==> src/hw/rtl/bps_fifo.sv <==
`timescale 1ns / 1ps
// Small register FIFO used between the sampler stages and at the result port.
module bps_fifo #(
	parameter int WIDTH = 8,
	parameter int DEPTH = 4
) (
	input  logic             clk,
	input  logic             arst_n,
	input  logic             push,
	input  logic [WIDTH-1:0] din,
	input  logic             pop,
	output logic             full,
	output logic             empty,
	output logic [WIDTH-1:0] dout
);
	localparam int PW = $clog2(DEPTH);
	localparam int CW = $clog2(DEPTH + 1);

	logic [WIDTH-1:0] mem_q [DEPTH];
	logic [PW-1:0]    wr_ptr_q;
	logic [PW-1:0]    rd_ptr_q;
	logic [CW-1:0]    count_q;
	logic             do_push;
	logic             do_pop;

	assign full    = (count_q == CW'(DEPTH));
	assign empty   = (count_q == '0);
	assign do_push = push && !full;
	assign do_pop  = pop && !empty;
	assign dout    = mem_q[rd_ptr_q];

	always_ff @(posedge clk) begin
		if (do_push) begin
			mem_q[wr_ptr_q] <= din;
		end
	end

	always_ff @(posedge clk or negedge arst_n) begin
		if (!arst_n) begin
			wr_ptr_q <= '0;
			rd_ptr_q <= '0;
			count_q  <= '0;
		end else begin
			if (do_push) begin
				wr_ptr_q <= (wr_ptr_q == PW'(DEPTH - 1)) ? '0 : wr_ptr_q + PW'(1);
			end
			if (do_pop) begin
				rd_ptr_q <= (rd_ptr_q == PW'(DEPTH - 1)) ? '0 : rd_ptr_q + PW'(1);
			end
			case ({do_push, do_pop})
				2'b10:   count_q <= count_q + CW'(1);
				2'b01:   count_q <= count_q - CW'(1);
				default: count_q <= count_q;
			endcase
		end
	end

`ifndef SYNTH
	a_count_bound: assert property (@(posedge clk) disable iff (!arst_n)
		count_q <= CW'(DEPTH))
		else $error("fifo count exceeds depth");
	a_push_full: assert property (@(posedge clk) disable iff (!arst_n)
		full && !do_pop |=> count_q == $past(count_q))
		else $error("fifo count moved while full and idle on read side");
	a_empty_flag: assert property (@(posedge clk) disable iff (!arst_n)
		do_push && !do_pop |=> !empty)
		else $error("fifo empty after a push");
`endif
endmodule

==> config.mk <==
export PLATFORM = sky130hd
export DESIGN_NAME = bps_fifo
export DESIGN_NICKNAME = d
export VERILOG_FILES = /design/src/hw/rtl/bps_fifo.sv
export SDC_FILE = /design/constraint.sdc
export NUM_CORES = 1
export LEC_CHECK = 0
export BUFFER_PORTS_ARGS = -buffer_cell sky130_fd_sc_hd__buf_2
export CAP_MARGIN = 10
export CORE_ASPECT_RATIO = 0.6
export CORE_MARGIN = 10
export CORE_UTILIZATION = 40
export DETAILED_ROUTE_END_ITERATION = 7
export PLACE_DENSITY = 0.68
export SLEW_MARGIN = 0
export SYNTH_ARGS = -nofsm -noshare
export SYNTH_HDL_FRONTEND = slang
export SYNTH_SLANG_ARGS = --single-unit
==> constraint.sdc <==
create_clock -name clk -period 4.5 [get_ports clk]
set_input_delay 0.45 -clock clk [delete_from_list [all_inputs] [get_ports clk]]
set_output_delay 0.45 -clock clk [all_outputs]
set_load 0.005 [all_outputs]
==> flow_summary.json <==
{
  "status": "completed",
  "setup_viol": 0,
  "vias": 791,
  "netlist_top_cells_count": "32 x edfxtp_1, 8 x inv_1, 8 x mux4_2",
  "dp.cells": 149,
  "postSynthAreaPerCell_um2": 19.4,
  "cp_max_fo": 11,
  "first_global_vias": 847,
  "postCtsSetupRepairBufs": 0,
  "clkPwrFrac": 0.237,
  "cp-end-kind": "output pin",
  "die-area_um2": 7050,
  "power.density_nw_per_um2": 646,
  "fin_crit_ns": 2.20,
  "pwr-share-comb": 0.296,
  "holdPathStages": 1,
  "antenna_cells": 0,
  "die_w_um": 102,
  "wire_per_inst_um": 18.0,
  "met2_length_mm": 1.31,
  "cts_buffer_depth": 2,
  "cp.arrival_ns": 1.75,
  "syn_nets": 102,
  "ir_drop_v": 0.000256,
  "die_h_um": 69.2,
  "synth_top_area_cell": "edfxtp_1",
  "start_kind": "register",
  "p_int_w": 0.000860,
  "switchingPower_w": 0.000360,
  "core_region_area_um2": 3760,
  "tightestPinTransition_ns": 0.592,
  "grt_max_degree": 14,
  "grt-ovfl-total": 0,
  "cts-root-buf": "clkbuf_8",
  "drive_gt1_frac": 0.423,
  "final_net_count": 129,
  "drt_first_pass_iters": 2,
  "area_delta_synth_final_pct": 17.2,
  "numClockSinks": 39,
  "synthesis.area_um2": 1610,
  "ys.warnings.count": 0,
  "synthTopCellsByArea": "edfxtp_1 60%, mux4_2 11%, dfrtp_1 11%",
  "sw_frac_of_total": 0.295,
  "drt_iter0_markers": 28,
  "relSlewSlack": 0.605,
  "drv_slew": 0,
  "drt-met1-wl_mm": 1.33,
  "utilization": 0.502,
  "fin_cells": 158,
  "p_total_w": 0.00122,
  "async_flop_share": 0.179,
  "ys_types": 19,
  "fin_tns_setup_ns": 0,
  "p_leak_nw": 0.751,
  "fin_skew_ns": 0.00566,
  "synth.most_common_cell": "edfxtp_1",
  "ant_nets": 0,
  "min_path_type": "in -> reg",
  "required_ns": 4.05,
  "rrSetupSlack_ns": 2.34,
  "row_count": 17,
  "port_buffers": 21,
  "synth-edff-count": 32,
  "cts_tree": "yes",
  "pin_count": 22,
  "start_util": 0.428,
  "clkTransAtPathRegs_ns": 0.08,
  "ys_ff_latch": 39,
  "dr_wl_met3_um": 167,
  "synthDominantCellAreaShare": 0.596,
  "via_per_inst": 5.01,
  "grt_pass1_wl_mm": 4.44,
  "clock_latency_ns": 0.29,
  "wirelength_mm": 2.84,
  "ys_seq_area_frac": 0.705,
  "cts_inserted_buffers": 5,
  "fin_crit_sh": 0.490,
  "finalHoldViolCount": 0,
  "grtUsageTotal": 0.0855,
  "antenna_found_initial": 0,
  "cts.htree.levels": 2,
  "path_class": "reg -> out",
  "netlist_instances": 83,
  "routed.top_layer": "met4",
  "r2r.worst_path.cells": 9,
  "maxCapViolations": 0,
  "place_congestion": 0.705,
  "fmax_mhz": 454,
  "ys.flop_type": "edfxtp_1",
  "seqPwrFrac": 0.468,
  "rsz0062_at_grt": "no",
  "hpwlAfterDp_mm": 1.97,
  "drc_errors": 0
}
==> through the flow <==
stage | setup slack (ns) | area [um2] | hold WS (ns)
after global routing | 2.16 | 1890 | 0.359
after floorplan | 2.43 | 1610 | 0.154
after detailed placement | 2.32 | 1770 | 0.299
after global placement | 2.38 | 1770 | 0.288
final | 2.30 | 1890 | 0.373
after CTS | 2.23 | 1890 | 0.359
==> flip-flops by register name (all words and copies together) (netlist names) <==
| signal | cells |
|---|---|
| count_q | 3 |
| mem_q | 32 |
| rd_ptr_q | 2 |
| wr_ptr_q | 2 |
==> worst paths after layout <==
kind | endpoint | from
min in group asynchronous | count_q[1] | arst_n
setup reg to reg | count_q[2] | count_q[0]
hold / removal | mem_q[2][3] | din[3]
max in group asynchronous | rd_ptr_q[1] | arst_n
setup / recovery | dout[3] | rd_ptr_q[0]
hold reg to reg | count_q[2] | count_q[2]
==> final cells by class <==
type | count | area (um2)
clock buffers | 5 | 68.8
clock inverters | 3 | 43.8
fillers | 326 | 1880
inverters | 8 | 30.0
multi-input cells | 34 | 437
flip-flops and latches | 39 | 1140
well taps | 47 | 58.8
repair buffers | 22 | 115
==> cells by family after synthesis <==
group	count (synthesis)	share of synthesized area
flip-flops	39	0.705
multiplexers	13	0.151
AND/OR/NAND/NOR	11	0.0450
buffers and inverters	10	0.0241
adder cells (fa/ha/maj)	7	0.0590
XOR/XNOR	3	0.0163
==> critical path: stages (launching register included) <==
cell and delay [ns]:
dfrtp_1 0.72, mux4_2 0.59, buf_2 0.15
==> metal layers <==
metal | track usage | vias to the layer above
met2 | 0.125 | 18
met3 | 0.0387 | 5
met1 | 0.106 | 403
met4 | 0.0370 | 0
li1 | - | 365
met5 | 0 | -
==> power by group through the flow <==
stage                     clock network (W)  logic [W]  registers, W
after global routing               0.000313   0.000406      0.000586
final                              0.000289   0.000361      0.000571
after floorplan                           0   0.000288      0.000525
after global placement                    0   0.000357      0.000574
after CTS                          0.000296   0.000371      0.000575
after detailed placement                  0   0.000370      0.000579
==> cell usage in the layout (no fill, tap or decap) <==
master,instances
dfrtp_1,7
nand2b_1,1
buf_2,21
nor2_1,3
dlygate4sd3_1,1
and3_2,4
mux2i_1,1
or3b_4,1
clkbuf_8,5
xor2_1,2
and2_4,1
xnor2_1,1
mux4_2,8
clkinv_4,1
ha_1,6
bufinv_16,1
inv_1,8
mux2_4,2
fa_1,1
mux2_2,2
edfxtp_1,32
clkinv_2,1
nor3_1,1
==> what timing repair did <==
item,CTS,global route
gates resized for setup,0,0
hold endpoints to repair,7,0
hold buffers,1,0
Note: power is estimated with default switching activity, not from simulation.
