[src/hw/rtl/bps_pkg.sv]
`timescale 1ns / 1ps
// Shared types, constants and the per-axis clamp function of the bilinear pixel sampler.
package bps_pkg;

	localparam int COORD_W   = 18;  // signed Q.8 coordinate
	localparam int FRAC_W    = 8;   // fraction bits of a coordinate
	localparam int DIM_W     = 9;   // width, height, pitch, neighbor index
	localparam int WGT_W     = 9;   // one-axis weight, 0..256
	localparam int PROD_W    = 17;  // two-axis weight, 0..65536
	localparam int BASE_W    = 20;  // pitch*row + column + pitch + 1
	localparam int IDX_W     = 16;  // write address field
	localparam int COL_W     = 24;  // packed RGB
	localparam int CH_W      = 8;
	localparam int ACC_W     = 24;  // channel accumulator
	localparam int CFG_AW    = 2;
	localparam int CMD_DEPTH = 4;
	localparam int OUT_DEPTH = 4;
	localparam int OCC_W     = $clog2(OUT_DEPTH + 1);

	localparam logic [WGT_W-1:0] ONE   = WGT_W'(256);
	localparam logic [ACC_W-1:0] ROUND = ACC_W'(32768);
	localparam logic [CH_W-1:0]  ALPHA = 8'hFF;

	typedef enum logic [CFG_AW-1:0] {
		REG_WIDTH  = 2'd0,
		REG_HEIGHT = 2'd1,
		REG_PITCH  = 2'd2
	} cfg_reg_t;

	typedef enum logic {
		REQ_WRITE  = 1'b0,
		REQ_SAMPLE = 1'b1
	} req_t;

	typedef struct packed {
		logic [DIM_W-1:0] width;
		logic [DIM_W-1:0] height;
		logic [DIM_W-1:0] pitch;
	} cfg_t;

	typedef struct packed {
		logic [DIM_W-1:0] lo;
		logic [WGT_W-1:0] wlo;
		logic [WGT_W-1:0] whi;
	} axis_t;

	typedef struct packed {
		req_t              kind;
		logic [BASE_W-1:0] addr;    // write address or base of the 2x2 patch
		logic [COL_W-1:0]  colour;
		logic [PROD_W-1:0] w11;
		logic [PROD_W-1:0] w21;
		logic [PROD_W-1:0] w12;
		logic [PROD_W-1:0] w22;
	} cmd_t;

	localparam int CMD_W = $bits(cmd_t);

	// Clamp one axis: lower neighbor plus the weights of both neighbors.
	function automatic axis_t clamp_axis(input logic [COORD_W-1:0] raw,
	                                     input logic [DIM_W-1:0] size);
		logic [COORD_W-1:0] v;
		logic [DIM_W-1:0]   sz;
		logic [DIM_W-1:0]   ip;
		logic [FRAC_W-1:0]  fr;
		axis_t              a;
		v  = raw[COORD_W-1] ? '0 : raw;
		sz = (size < DIM_W'(2)) ? DIM_W'(2) : size;
		ip = v[FRAC_W +: DIM_W];
		fr = v[FRAC_W-1:0];
		if (({1'b0, ip} + (DIM_W+1)'(1)) >= {1'b0, sz}) begin
			a.lo  = sz - DIM_W'(2);
			a.wlo = '0;
			a.whi = ONE;
		end else begin
			a.lo  = ip;
			a.wlo = ONE - {1'b0, fr};
			a.whi = {1'b0, fr};
		end
		return a;
	endfunction

endpackage

[src/hw/rtl/bps_front.sv]
`timescale 1ns / 1ps
// Front end: accepts transactions, clamps coordinates, forms patch base and weights.
module bps_front (
	input  logic                            clk,
	input  logic                            arst_n,
	input  bps_pkg::cfg_t                   cfg,
	input  logic                            push,
	output logic                            full,
	input  logic                            req_type,
	input  logic [bps_pkg::IDX_W-1:0]       store_index,
	input  logic [bps_pkg::COL_W-1:0]       store_colour,
	input  logic signed [bps_pkg::COORD_W-1:0] sample_x,
	input  logic signed [bps_pkg::COORD_W-1:0] sample_y,
	output logic                            cmd_push,
	output bps_pkg::cmd_t                   cmd,
	input  logic                            cmd_full
);
	import bps_pkg::*;

	logic              v_s1;
	req_t              kind_s1;
	logic [IDX_W-1:0]  idx_s1;
	logic [COL_W-1:0]  col_s1;
	axis_t             ax_s1;
	axis_t             ay_s1;
	logic              v_s2;
	cmd_t              cmd_s2;
	logic              adv1;
	logic              adv2;
	logic              accept;
	logic [2*DIM_W-1:0] row_off;
	logic [2*WGT_W-1:0] m11, m21, m12, m22;
	cmd_t              cmd_d;

	assign adv2     = !v_s2 || !cmd_full;
	assign adv1     = !v_s1 || adv2;
	assign full     = !adv1;
	assign accept   = push && adv1;
	assign cmd_push = v_s2 && !cmd_full;
	assign cmd      = cmd_s2;

	// stage 2 math: one row multiply plus column add, four weight products
	always_comb begin
		row_off      = cfg.pitch * ay_s1.lo;
		m11          = ax_s1.wlo * ay_s1.wlo;
		m21          = ax_s1.whi * ay_s1.wlo;
		m12          = ax_s1.wlo * ay_s1.whi;
		m22          = ax_s1.whi * ay_s1.whi;
		cmd_d.kind   = kind_s1;
		cmd_d.colour = col_s1;
		cmd_d.w11    = PROD_W'(m11);
		cmd_d.w21    = PROD_W'(m21);
		cmd_d.w12    = PROD_W'(m12);
		cmd_d.w22    = PROD_W'(m22);
		if (kind_s1 == REQ_WRITE) begin
			cmd_d.addr = BASE_W'(idx_s1);
		end else begin
			cmd_d.addr = BASE_W'(row_off) + BASE_W'(ax_s1.lo);
		end
	end

	always_ff @(posedge clk) begin
		if (adv1) begin
			kind_s1 <= req_t'(req_type);
			idx_s1  <= store_index;
			col_s1  <= store_colour;
			ax_s1   <= clamp_axis($unsigned(sample_x), cfg.width);
			ay_s1   <= clamp_axis($unsigned(sample_y), cfg.height);
		end
		if (adv2) begin
			cmd_s2 <= cmd_d;
		end
	end

	always_ff @(posedge clk or negedge arst_n) begin
		if (!arst_n) begin
			v_s1 <= 1'b0;
			v_s2 <= 1'b0;
		end else begin
			if (adv1) begin
				v_s1 <= accept;
			end
			if (adv2) begin
				v_s2 <= v_s1;
			end
		end
	end

`ifndef SYNTH
	a_hold_s2: assert property (@(posedge clk) disable iff (!arst_n)
		v_s2 && cmd_full |=> v_s2 && cmd_s2 == $past(cmd_s2))
		else $error("front stage 2 lost its command under stall");
	a_no_drop: assert property (@(posedge clk) disable iff (!arst_n)
		v_s1 && !adv2 |=> v_s1)
		else $error("front stage 1 dropped while stage 2 stalled");
	a_full_cause: assert property (@(posedge clk) disable iff (!arst_n)
		full |-> v_s1 && v_s2 && cmd_full)
		else $error("front reports full without a stalled pipeline");
`endif
endmodule

[config.mk]
export PLATFORM = sky130hd
export DESIGN_NAME = bps_front
export DESIGN_NICKNAME = d
export VERILOG_FILES = /design/src/hw/rtl/bps_pkg.sv /design/src/hw/rtl/bps_front.sv
export SDC_FILE = /design/constraint.sdc
export NUM_CORES = 1
export LEC_CHECK = 0
export BUFFER_PORTS_ARGS = -buffer_cell sky130_fd_sc_hd__buf_2
export CAP_MARGIN = 0
export CORE_ASPECT_RATIO = 2
export CORE_MARGIN = 10
export CORE_UTILIZATION = 50
export CTS_BUF_LIST = sky130_fd_sc_hd__clkbuf_2 sky130_fd_sc_hd__clkbuf_4 sky130_fd_sc_hd__clkbuf_8
export DETAILED_ROUTE_END_ITERATION = 10
export PLACE_DENSITY = 0.69
export SYNTH_ARGS = -nofsm -noshare
export SYNTH_HDL_FRONTEND = slang
export SYNTH_SLANG_ARGS = --single-unit
[constraint.sdc]
create_clock -name clk -period 6.6 [get_ports clk]
set_input_delay 0.33 -clock clk [delete_from_list [all_inputs] [get_ports clk]]
set_output_delay 0.33 -clock clk [all_outputs]
set_load 0.005 [all_outputs]
==> flow_summary_export.csv, run 1 <==
group,metric,value,unit
place,dp_hpwl,46200,um
detailed_routing,ant_nets,0,
power,power.total,7.85,mW
sta,skew,0.0219,ns
detailed_routing,routed_wirelength,57800,um
job,drv_cap,0,
sta,fin_tns_setup,0,ns
grt,grt_use_total,22.3,%
floorplanning,start_util,50.4,%
sta,relSlewSlack,35.2,%
sta,slew_violations,0,
synth,synthArstFlopShare,0.980,%
sta,setup_ws,1.03,ns
clock_network,post_cts_buffers,0,
floorplanning,rows,107,
power,power_density,326,mW/mm^2
place,gp_congestion,0.925,
setup_path,cp.arrival,5.89,ns
synth,netlist_area,0.0214,mm^2
place,post-place-ws,1.12,ns
synth,synth-edff-count,202,
clock_network,cts_buffers,34,
clock_network,clk_latency,0.60,ns
clock_network,clock_tree.root_cell,"clkbuf_8",
detailed_routing,drt-vias-per-instance,5.42,
detailed_routing,drc_errors,0,
synth,synth.net_count,2668,
synth,ys_types,68,
detailed_routing,firstDrtPassIters,6,
floorplanning,ioPinCount,223,
grt,overflow,0,
power,power_leakage,11.9,nW
worst_hold_path,hold_class,"in2async",
grt,grt_antenna_before_repair,7,
synth,syn_area_per_cell,10.3,um^2
synth,yosysWarnings,0,
clock_network,clk_pin_slew,0.08,ns
floorplanning,core,0.0424,mm^2
clock_network,clock_path_buffers,3,
synth,synthFlopType,"edfxtp_1",
setup_path,r2r_cells,15,
setup_path,startpoint,"ay_s1[9]",
setup_path,cp_max_fo,17,
synth,netlist_top_cells_area,"edfxtp_1 (28%), fa_1 (24%), ha_1 (13%)",
cells_and_area,post-route-util,56.8,%
sta,hold_violations,0,
sta,setup_viol,0,
sta,worst_pin_slew,0.973,ns
setup_path,cp.required,6.92,ns
synth,yosysSeqAreaShare,28.6,%
detailed_routing,routedWlPerCell,19.9,um
synth,ys_ff_latch,204,
setup_path,reg2reg_slack,1.03,ns
clock_network,htree_levels,2,
setup_path,cp-end-kind,"flip-flop",
synth,yosysMostFrequentCell,"inv_1",
synth,syn_inst,2084,
grt,grt_pass1_wl,91900,um
sta,fmax,0.179,GHz
clock_network,cts_hold_repair.buffers,43,
floorplanning,die_w,166,um
cells_and_area,area_delta_synth_final,12.8,%
floorplanning,die_h,312,um
clock_network,cts-resized-gates,0,
synth,synthTopCellsByCount,"inv_1 (404), fa_1 (252), ha_1 (224), nand2_1 (215), and2_1 (211)",
cells_and_area,drive_above_1_share,13.6,%
setup_path,crit_type,"reg2reg",
sta,fin_crit,5.57,ns
setup_path,worst_setup_path_start_kind,"flip-flop",
clock_network,cts_tree,"done",
synth,yosysTopAreaCell,"edfxtp_1",
setup_path,reg2reg_to,"cmd[48]",
sta,post-route-period-util,84.4,%
cells_and_area,nets,2920,
detailed_routing,num_vias,15769,
detailed_routing,drt_iter0_markers,668,
run_status,status,"finished clean",
synth,synth_top_area_share,28.4,%
place,portBuffers,221,
grt,grt_max_degree,66,
power,ir_worst_vdd,0.220,mV
floorplanning,fp.dieArea,0.0519,mm^2
sta,rsz0062_at_grt,"no",
clock_network,clkSinkCount,204,
setup_path,r2r_start,"ay_s1[9]",
grt,grt_pass1_vias,17452,
[report_power, final]
part / internal, mW / switching (mW)
registers: 1.89 / 0.218
clock network: 0.579 / 0.590
logic: 1.93 / 2.65
[sequential cells by signal (all words and copies together) (netlist names)]
signal and count:
idx_s1 16, ax_s1 26, kind_s1 1, v_s2 1, cmd 109, col_s1 24, ay_s1 26, v_s1 1
[layout make-up]
| class | count | area (um^2) |
|---|---|---|
| multi-input combinational | 1416 | 13500 |
| sequential | 204 | 6120 |
| timing repair buffer | 276 | 1630 |
| clock buffer | 42 | 528 |
| antenna | 1 | 2.50 |
| fill | 3685 | 18300 |
| inverter | 404 | 1520 |
| clock inverter | 19 | 145 |
| tap | 545 | 682 |
[worst max path at each step]
stage                     to  cells past startpoint
global route         cmd[48]                     15
finish               cmd[48]                     15
floorplan           cmd[107]                     19
global placement    cmd[107]                     19
detailed placement   cmd[48]                     15
CTS                  cmd[48]                     15
[metrics by stage]
stage          hold WS (ns)  instances  area (um^2)
3_5_place_dp          0.121       2802        23000
6_report             0.0652       2907        24100
5_1_grt              0.0664       2907        24100
4_1_cts              0.0303       2906        24100
2_1_floorplan        0.0344       2084        21400
3_3_place_gp          0.116       2802        23000
[cells by family (layout without fill, tap and decap cells)]
logic type | after synthesis | in the layout | synth area share, %
AOI/OAI and AO/OA | 211 | 211 | 6.64
xor gates and xnor gates | 86 | 86 | 3.52
adders and majority gates | 476 | 476 | 36.7
buffers and inverters | 464 | 741 | 8.33
DFF | 204 | 204 | 28.6
muxes | 22 | 22 | 1.11
other | 1 | 2 | 0.0175
and+or+nand+nor | 620 | 620 | 15.1
[cell usage in the layout, fill, tap and decap left out, drive strengths merged, types with 13 or more instances in the layout]
master and instances:
clkbuf 42, o21ai 44, a21oi 56, nor2b 17, ha 224, and2 211
xnor2 64, edfxtp 202, buf 233, xor2 22, dlygate4sd3 43, nor2 67
o21a 20, inv 404, nor3 28, mux2 13, nand3 17, nand2 215
clkinv 17, fa 252
[layer usage]
layer	wire length, um	global-route usage [%]	vias to the layer above
met5	74	0	-
met4	4100	14.8	12
met3	2780	3.86	175
met2	32200	43.3	483
met1	18600	20.6	7872
li1	-	-	7227
[critical path, stage by stage (launching register included)]
cell and delay, ns:
edfxtp_1 0.82, nand2_1 0.24, fa_1 0.55, inv_1 0.05
fa_1 0.50, inv_1 0.05, fa_1 0.47, fa_1 0.57
inv_1 0.05, ha_1 0.35, o21a_1 0.21, o31a_1 0.13
o41ai_1 0.73, o21bai_1 0.22, mux2i_1 0.22, o2111ai_1 0.12
(Power assumes the default switching activity.)
==> run 2, diff against run 1 <==
clock period = 5.5 ns   (was 6.6 ns; I/O delays follow)
==> flow_summary_export.csv, run 2 (synthesis results as in run 1) <==
group,metric,value,unit
run_status,status,"finished clean",
setup_path,crit_path_top_delay_cell,"fa_1",
detailed_routing,drt_iter0_markers,638,
setup_path,crit_top_cell,"fa_1",
grt,grt_use_total,22.5,%
grt,grt_pass1_vias,17919,
power,power.total,9.40,mW
setup_path,crit_chain,"nand2_1 -> fa_1 -> inv_1 -> fa_1 -> fa_1 -> fa_1 -> inv_1 -> fa_1 -> inv_1 -> ha_1 -> a2111oi_0 -> o21ai_1 -> a21boi_1 -> o21ai_0 -> xor2_1 -> mux2_2",
detailed_routing,routedWlPerCell,19.7,um
grt,grt_antenna_before_repair,5,
place,gp_congestion,0.920,
floorplanning,rows,107,
detailed_routing,routed_wirelength,58200,um
detailed_routing,num_vias,15856,
grt,overflow,0,
clock_network,htree_levels,1,
floorplanning,ioPinCount,223,
sta,rsz0062_at_grt,"no",
grt,grt_pass1_wl,93400,um
cells_and_area,area_delta_synth_final,14.6,%
setup_path,crit_type,"reg2reg",
place,dp_hpwl,47500,um
floorplanning,fp.dieArea,0.0519,mm^2
sta,slew_violations,0,
sta,skew,0.0428,ns
cells_and_area,nets,2962,
sta,post-route-period-util,97.1,%
clock_network,cts_tree,"done",
floorplanning,core,0.0424,mm^2
grt,grt_max_degree,57,
cells_and_area,final_cell_mix,"inv_1 (404), fa_1 (252), ha_1 (224)",
cells_and_area,final_cells,2949,
power,power_density,384,mW/mm^2
worst_hold_path,hold_class,"in2reg",
sta,relSlewSlack,40.8,%
power,ir_worst_vdd,0.332,mV
place,portBuffers,221,
sta,fin_tns_setup,0,ns
sta,setup_viol,0,
setup_path,cp.arrival,5.72,ns
sta,fin_crit,5.34,ns
setup_path,path_buf_inv,3,
sta,finalHoldWorstSlack,0.0569,ns
sta,worst_pin_slew,0.882,ns
detailed_routing,ant_nets,0,
clock_network,clkSinkCount,204,
setup_path,cp-end-kind,"flip-flop",
clock_network,clock_tree.root_cell,"clkbuf_8",
cells_and_area,drive_above_1_share,14.7,%
detailed_routing,drc_errors,0,
clock_network,clk_pin_slew,0.07,ns
setup_path,cpPeakStageDelay,0.52,ns
clock_network,clk_latency,0.66,ns
place,placedCellCount,2833,
floorplanning,die_w,166,um
sta,hold_violations,0,
sta,fmax,0.187,GHz
setup_path,cp_max_fo,9,
detailed_routing,drt-vias-per-instance,5.38,
power,power_leakage,12.1,nW
setup_path,worst_path_dominant_cell_family,"adder cells",
floorplanning,die_h,312,um
detailed_routing,firstDrtPassIters,5,
clock_network,cts_buffers,31,
setup_path,worst_setup_path_start_kind,"flip-flop",
setup_path,cp.required,5.88,ns
cells_and_area,largest_reg_flops,109,
clock_network,clock_path_buffers,3,
job,drv_cap,0,
cells_and_area,final_common_cell,"inv_1",
floorplanning,start_util,50.4,%
run 2: cell types whose count changed in the layout (fill, tap and decap cells not counted), sizes merged:
| cell | delta |
|---|---|
| buf | +34 |
| dlygate4sd3 | +11 |
| clkbuf | -7 |
| bufinv | +3 |
| diode | +2 |
| clkinv | -1 |
| clkinvlp | -1 |
| inv | +1 |
run 2: worst paths after layout:
path                                  start  slack, ns   endpoint  cells after the start
max in group asynchronous            arst_n       4.89       v_s2                      3
min in group asynchronous            arst_n       0.48       v_s1                      3
worst min-delay path            sample_y[8]       0.06  ay_s1[18]                      2
worst max register to register    ay_s1[20]       0.16   cmd[107]                     16
worst max-delay path              ay_s1[20]       0.16   cmd[107]                     16
worst min register to register    col_s1[1]       0.42    cmd[69]                      0
run 2: worst register-to-register path: stages (launching register included):
cell and delay, ns:
edfxtp_1 0.51, nand2_1 0.11, fa_1 0.51, inv_1 0.06, fa_1 0.48, fa_1 0.51
fa_1 0.49, inv_1 0.05, fa_1 0.52, inv_1 0.06, ha_1 0.36, a2111oi_0 0.40
o21ai_1 0.19, a21boi_1 0.24, o21ai_0 0.15, xor2_1 0.15, mux2_2 0.26
run 2: area by class of cell:
type | instances | area (um^2)
timing repair buffer | 321 | 2000
sequential | 204 | 6120
inverter | 404 | 1520
clock inverter | 21 | 206
multi-input combinational | 1416 | 13500
tap | 545 | 682
fill | 3691 | 18000
clock buffer | 35 | 457
antenna | 3 | 7.51
run 2: report_power, final:
group          leakage [nW]  internal [mW]  switching [mW]  total, mW
Combinational          9.61           2.34            3.19       5.53
Clock                 0.350          0.746           0.652       1.40
Sequential             2.11           2.26           0.208       2.47
Total                  12.1           5.35            4.05       9.40
run 2: per-layer routing:
layer | track usage, % | vias to the layer above | wire length (um)
li1 | - | 7299 | -
met1 | 20.1 | 7887 | 18200
met2 | 44.2 | 472 | 32600
met3 | 4.31 | 194 | 3050
met4 | 14.6 | 4 | 4260
met5 | 0 | - | 29
run 2: stage by stage:
stage / instance area (um^2) / util (%) / setup WS, ns
detailed placement: 23200 / 54.8 / 0.130
global route: 24500 / 57.7 / 0.0457
CTS: 24400 / 57.6 / 0.101
floorplan: 21400 / - / 0.441
finish: 24500 / 57.7 / 0.160
global placement: 23200 / 54.8 / 0.156
run 2: repair_timing:
action,in CTS,in global routing
hold endpoints to repair,54,0
setup buffers,0,3
hold buffers,54,0
endpoints found under the setup margin,0,4
gates resized for setup,0,1
==> run 3, diff against run 2 <==
RECOVER_POWER = 50   (was not set)
==> flow_summary_export.csv, run 3 (synthesis results as in run 1) <==
group,metric,value,unit
cells_and_area,seq_area,0.00612,mm^2
clock_network,clk_pin_slew,0.07,ns
clock_network,clock_tree.root_cell,"clkbuf_8",
floorplanning,ioPinCount,223,
setup_path,crit_chain,"nand2_1 -> fa_1 -> inv_1 -> fa_1 -> fa_1 -> fa_1 -> inv_1 -> fa_1 -> inv_1 -> ha_1 -> a2111oi_0 -> o21ai_1 -> a21boi_1 -> o21ai_0 -> xor2_1 -> mux2_2",
setup_path,cp-end-kind,"flip-flop",
place,dp_hpwl,47500,um
cells_and_area,final_cell_mix,"inv_1 (404), fa_1 (252), ha_1 (224)",
clock_network,clkSinkCount,204,
setup_path,path_buf_inv,3,
sta,post-route-period-util,97.4,%
place,portBuffers,221,
detailed_routing,routedWlPerCell,19.8,um
power,power_density,385,mW/mm^2
power,sw_frac_of_total,43.5,%
power,power_frac_seq,26.5,%
detailed_routing,drt-vias-per-instance,5.38,
setup_path,cp_max_fo,9,
detailed_routing,drt_iter0_markers,619,
run_status,violations,"max-capacitance violations, max-slew violations",
grt,overflow,0,
floorplanning,rows,107,
setup_path,cp.required,5.88,ns
setup_path,worst_path_dominant_cell_family,"adder cells",
sta,skew,0.0411,ns
cells_and_area,post-route-util,57.3,%
floorplanning,fp.dieArea,0.0519,mm^2
floorplanning,core,0.0424,mm^2
worst_hold_path,hold_class,"in2reg",
cells_and_area,multi_input_comb_area,0.0135,mm^2
power,ir_worst_vdd,0.330,mV
clock_network,clk_latency,0.66,ns
setup_path,worst_setup_path_start_kind,"flip-flop",
setup_path,crit_type,"reg2reg",
detailed_routing,firstDrtPassIters,7,
power,comb_power_share,58.5,%
cells_and_area,area_delta_synth_final,13.8,%
grt,grt_antenna_before_repair,5,
sta,fmax,0.187,GHz
sta,worst_pin_slew,2.65,ns
detailed_routing,ant_nets,0,
sta,fin_tns_setup,0,ns
sta,rsz0062_at_grt,"no",
detailed_routing,num_vias,15878,
cells_and_area,final_common_cell,"inv_1",
sta,slew_violations,92,
sta,setup_viol,0,
clock_network,cts_tree,"done",
floorplanning,start_util,50.4,%
power,p_int,5.29,mW
grt,grt_pass1_vias,17919,
place,gp_congestion,0.920,
setup_path,cpPeakStageDelay,0.53,ns
run_status,status,"finished with violations",
floorplanning,die_w,166,um
cells_and_area,nets,2962,
grt,grt_use_total,22.5,%
power,p_switching,4.07,mW
detailed_routing,routed_wirelength,58400,um
clock_network,cts_buffers,31,
sta,hold_violations,0,
floorplanning,die_h,312,um
grt,grt_pass1_wl,93400,um
setup_path,crit_top_cell,"fa_1",
power,pwr-share-clk,15.0,%
setup_path,cp.arrival,5.74,ns
cells_and_area,largest_reg_flops,109,
cells_and_area,drive_above_1_share,9.87,%
grt,grt_max_degree,57,
detailed_routing,drc_errors,0,
sta,fin_crit,5.36,ns
cells_and_area,nFillCells,3747,
setup_path,crit_path_top_delay_cell,"fa_1",
job,drv_cap,2,
sta,relSlewSlack,-76.6,%
clock_network,clock_path_buffers,3,
power,power_leakage,11.7,nW
clock_network,htree_levels,1,
## run 3: cell count changes in the layout (fill, tap and decap cells not counted)
cell,delta
buf_2,-112
clkbuf_1,+111
and2_0,+3
and2_1,-3
buf_1,+2
buf_4,-1
diode_2,+1
nand2_1,+1
nand2_4,-1
nand3_1,+1
nand3_4,-1
## run 3: per-layer routing
| metal | vias up | part of all wire (%) | global-route usage, % |
|---|---|---|---|
| met5 | - | 0.050 | 0 |
| met4 | 4 | 7.2 | 14.6 |
| met3 | 196 | 5.7 | 4.31 |
| met2 | 514 | 56 | 44.2 |
| met1 | 7865 | 31 | 20.1 |
| li1 | 7299 | - | - |
## run 3: what timing repair did
item,CTS,global route
hold buffers,54,0
buffers inserted,0,3
gates resized for setup,0,1
hold endpoints to repair,54,0
setup endpoints to repair,0,4
## run 3: final timing paths
| check | startpoint | to | slack, ns | depth (start not counted) |
|---|---|---|---|---|
| setup / recovery | ay_s1[20] | cmd[107] | 0.14 | 16 |
| hold / removal | sample_y[10] | ay_s1[20] | 0.05 | 2 |
| setup reg to reg | ay_s1[20] | cmd[107] | 0.14 | 16 |
| hold reg to reg | col_s1[1] | cmd[69] | 0.42 | 0 |
| max in group asynchronous | arst_n | v_s2 | 4.89 | 3 |
| min in group asynchronous | arst_n | v_s1 | 0.48 | 3 |
## run 3: metrics by stage
stage	power [mW]	worst slack, ns	cell area [um^2]	hold slack [ns]	std cells
final	9.35	0.142	24300	0.0515	2950
after global routing	10.2	0.0440	24300	0.0307	2949
after CTS	9.51	0.101	24400	0.00406	2943
after detailed placement	8.01	0.130	23200	0.0663	2833
after global placement	7.89	0.156	23200	0.0614	2833
after floorplan	6.27	0.441	21400	-0.0206	2084
## run 3: cell type report
class	instances	share of cell area (%)
clock inverters	21	0.849
clock buffers	35	1.88
inverters	404	6.23
multi-input cells	1416	55.4
flip-flops and latches	204	25.1
well taps	545	2.80
diodes	4	0.0412
repair buffers	321	7.65
## run 3: power by group through the flow
stage,registers (mW),logic (mW),clock network [mW]
3_3_place_gp,2.50,5.39,0
4_1_cts,2.48,5.59,1.45
5_1_grt,2.52,6.21,1.50
2_1_floorplan,2.45,3.81,0
6_report,2.48,5.47,1.40
3_5_place_dp,2.50,5.51,0
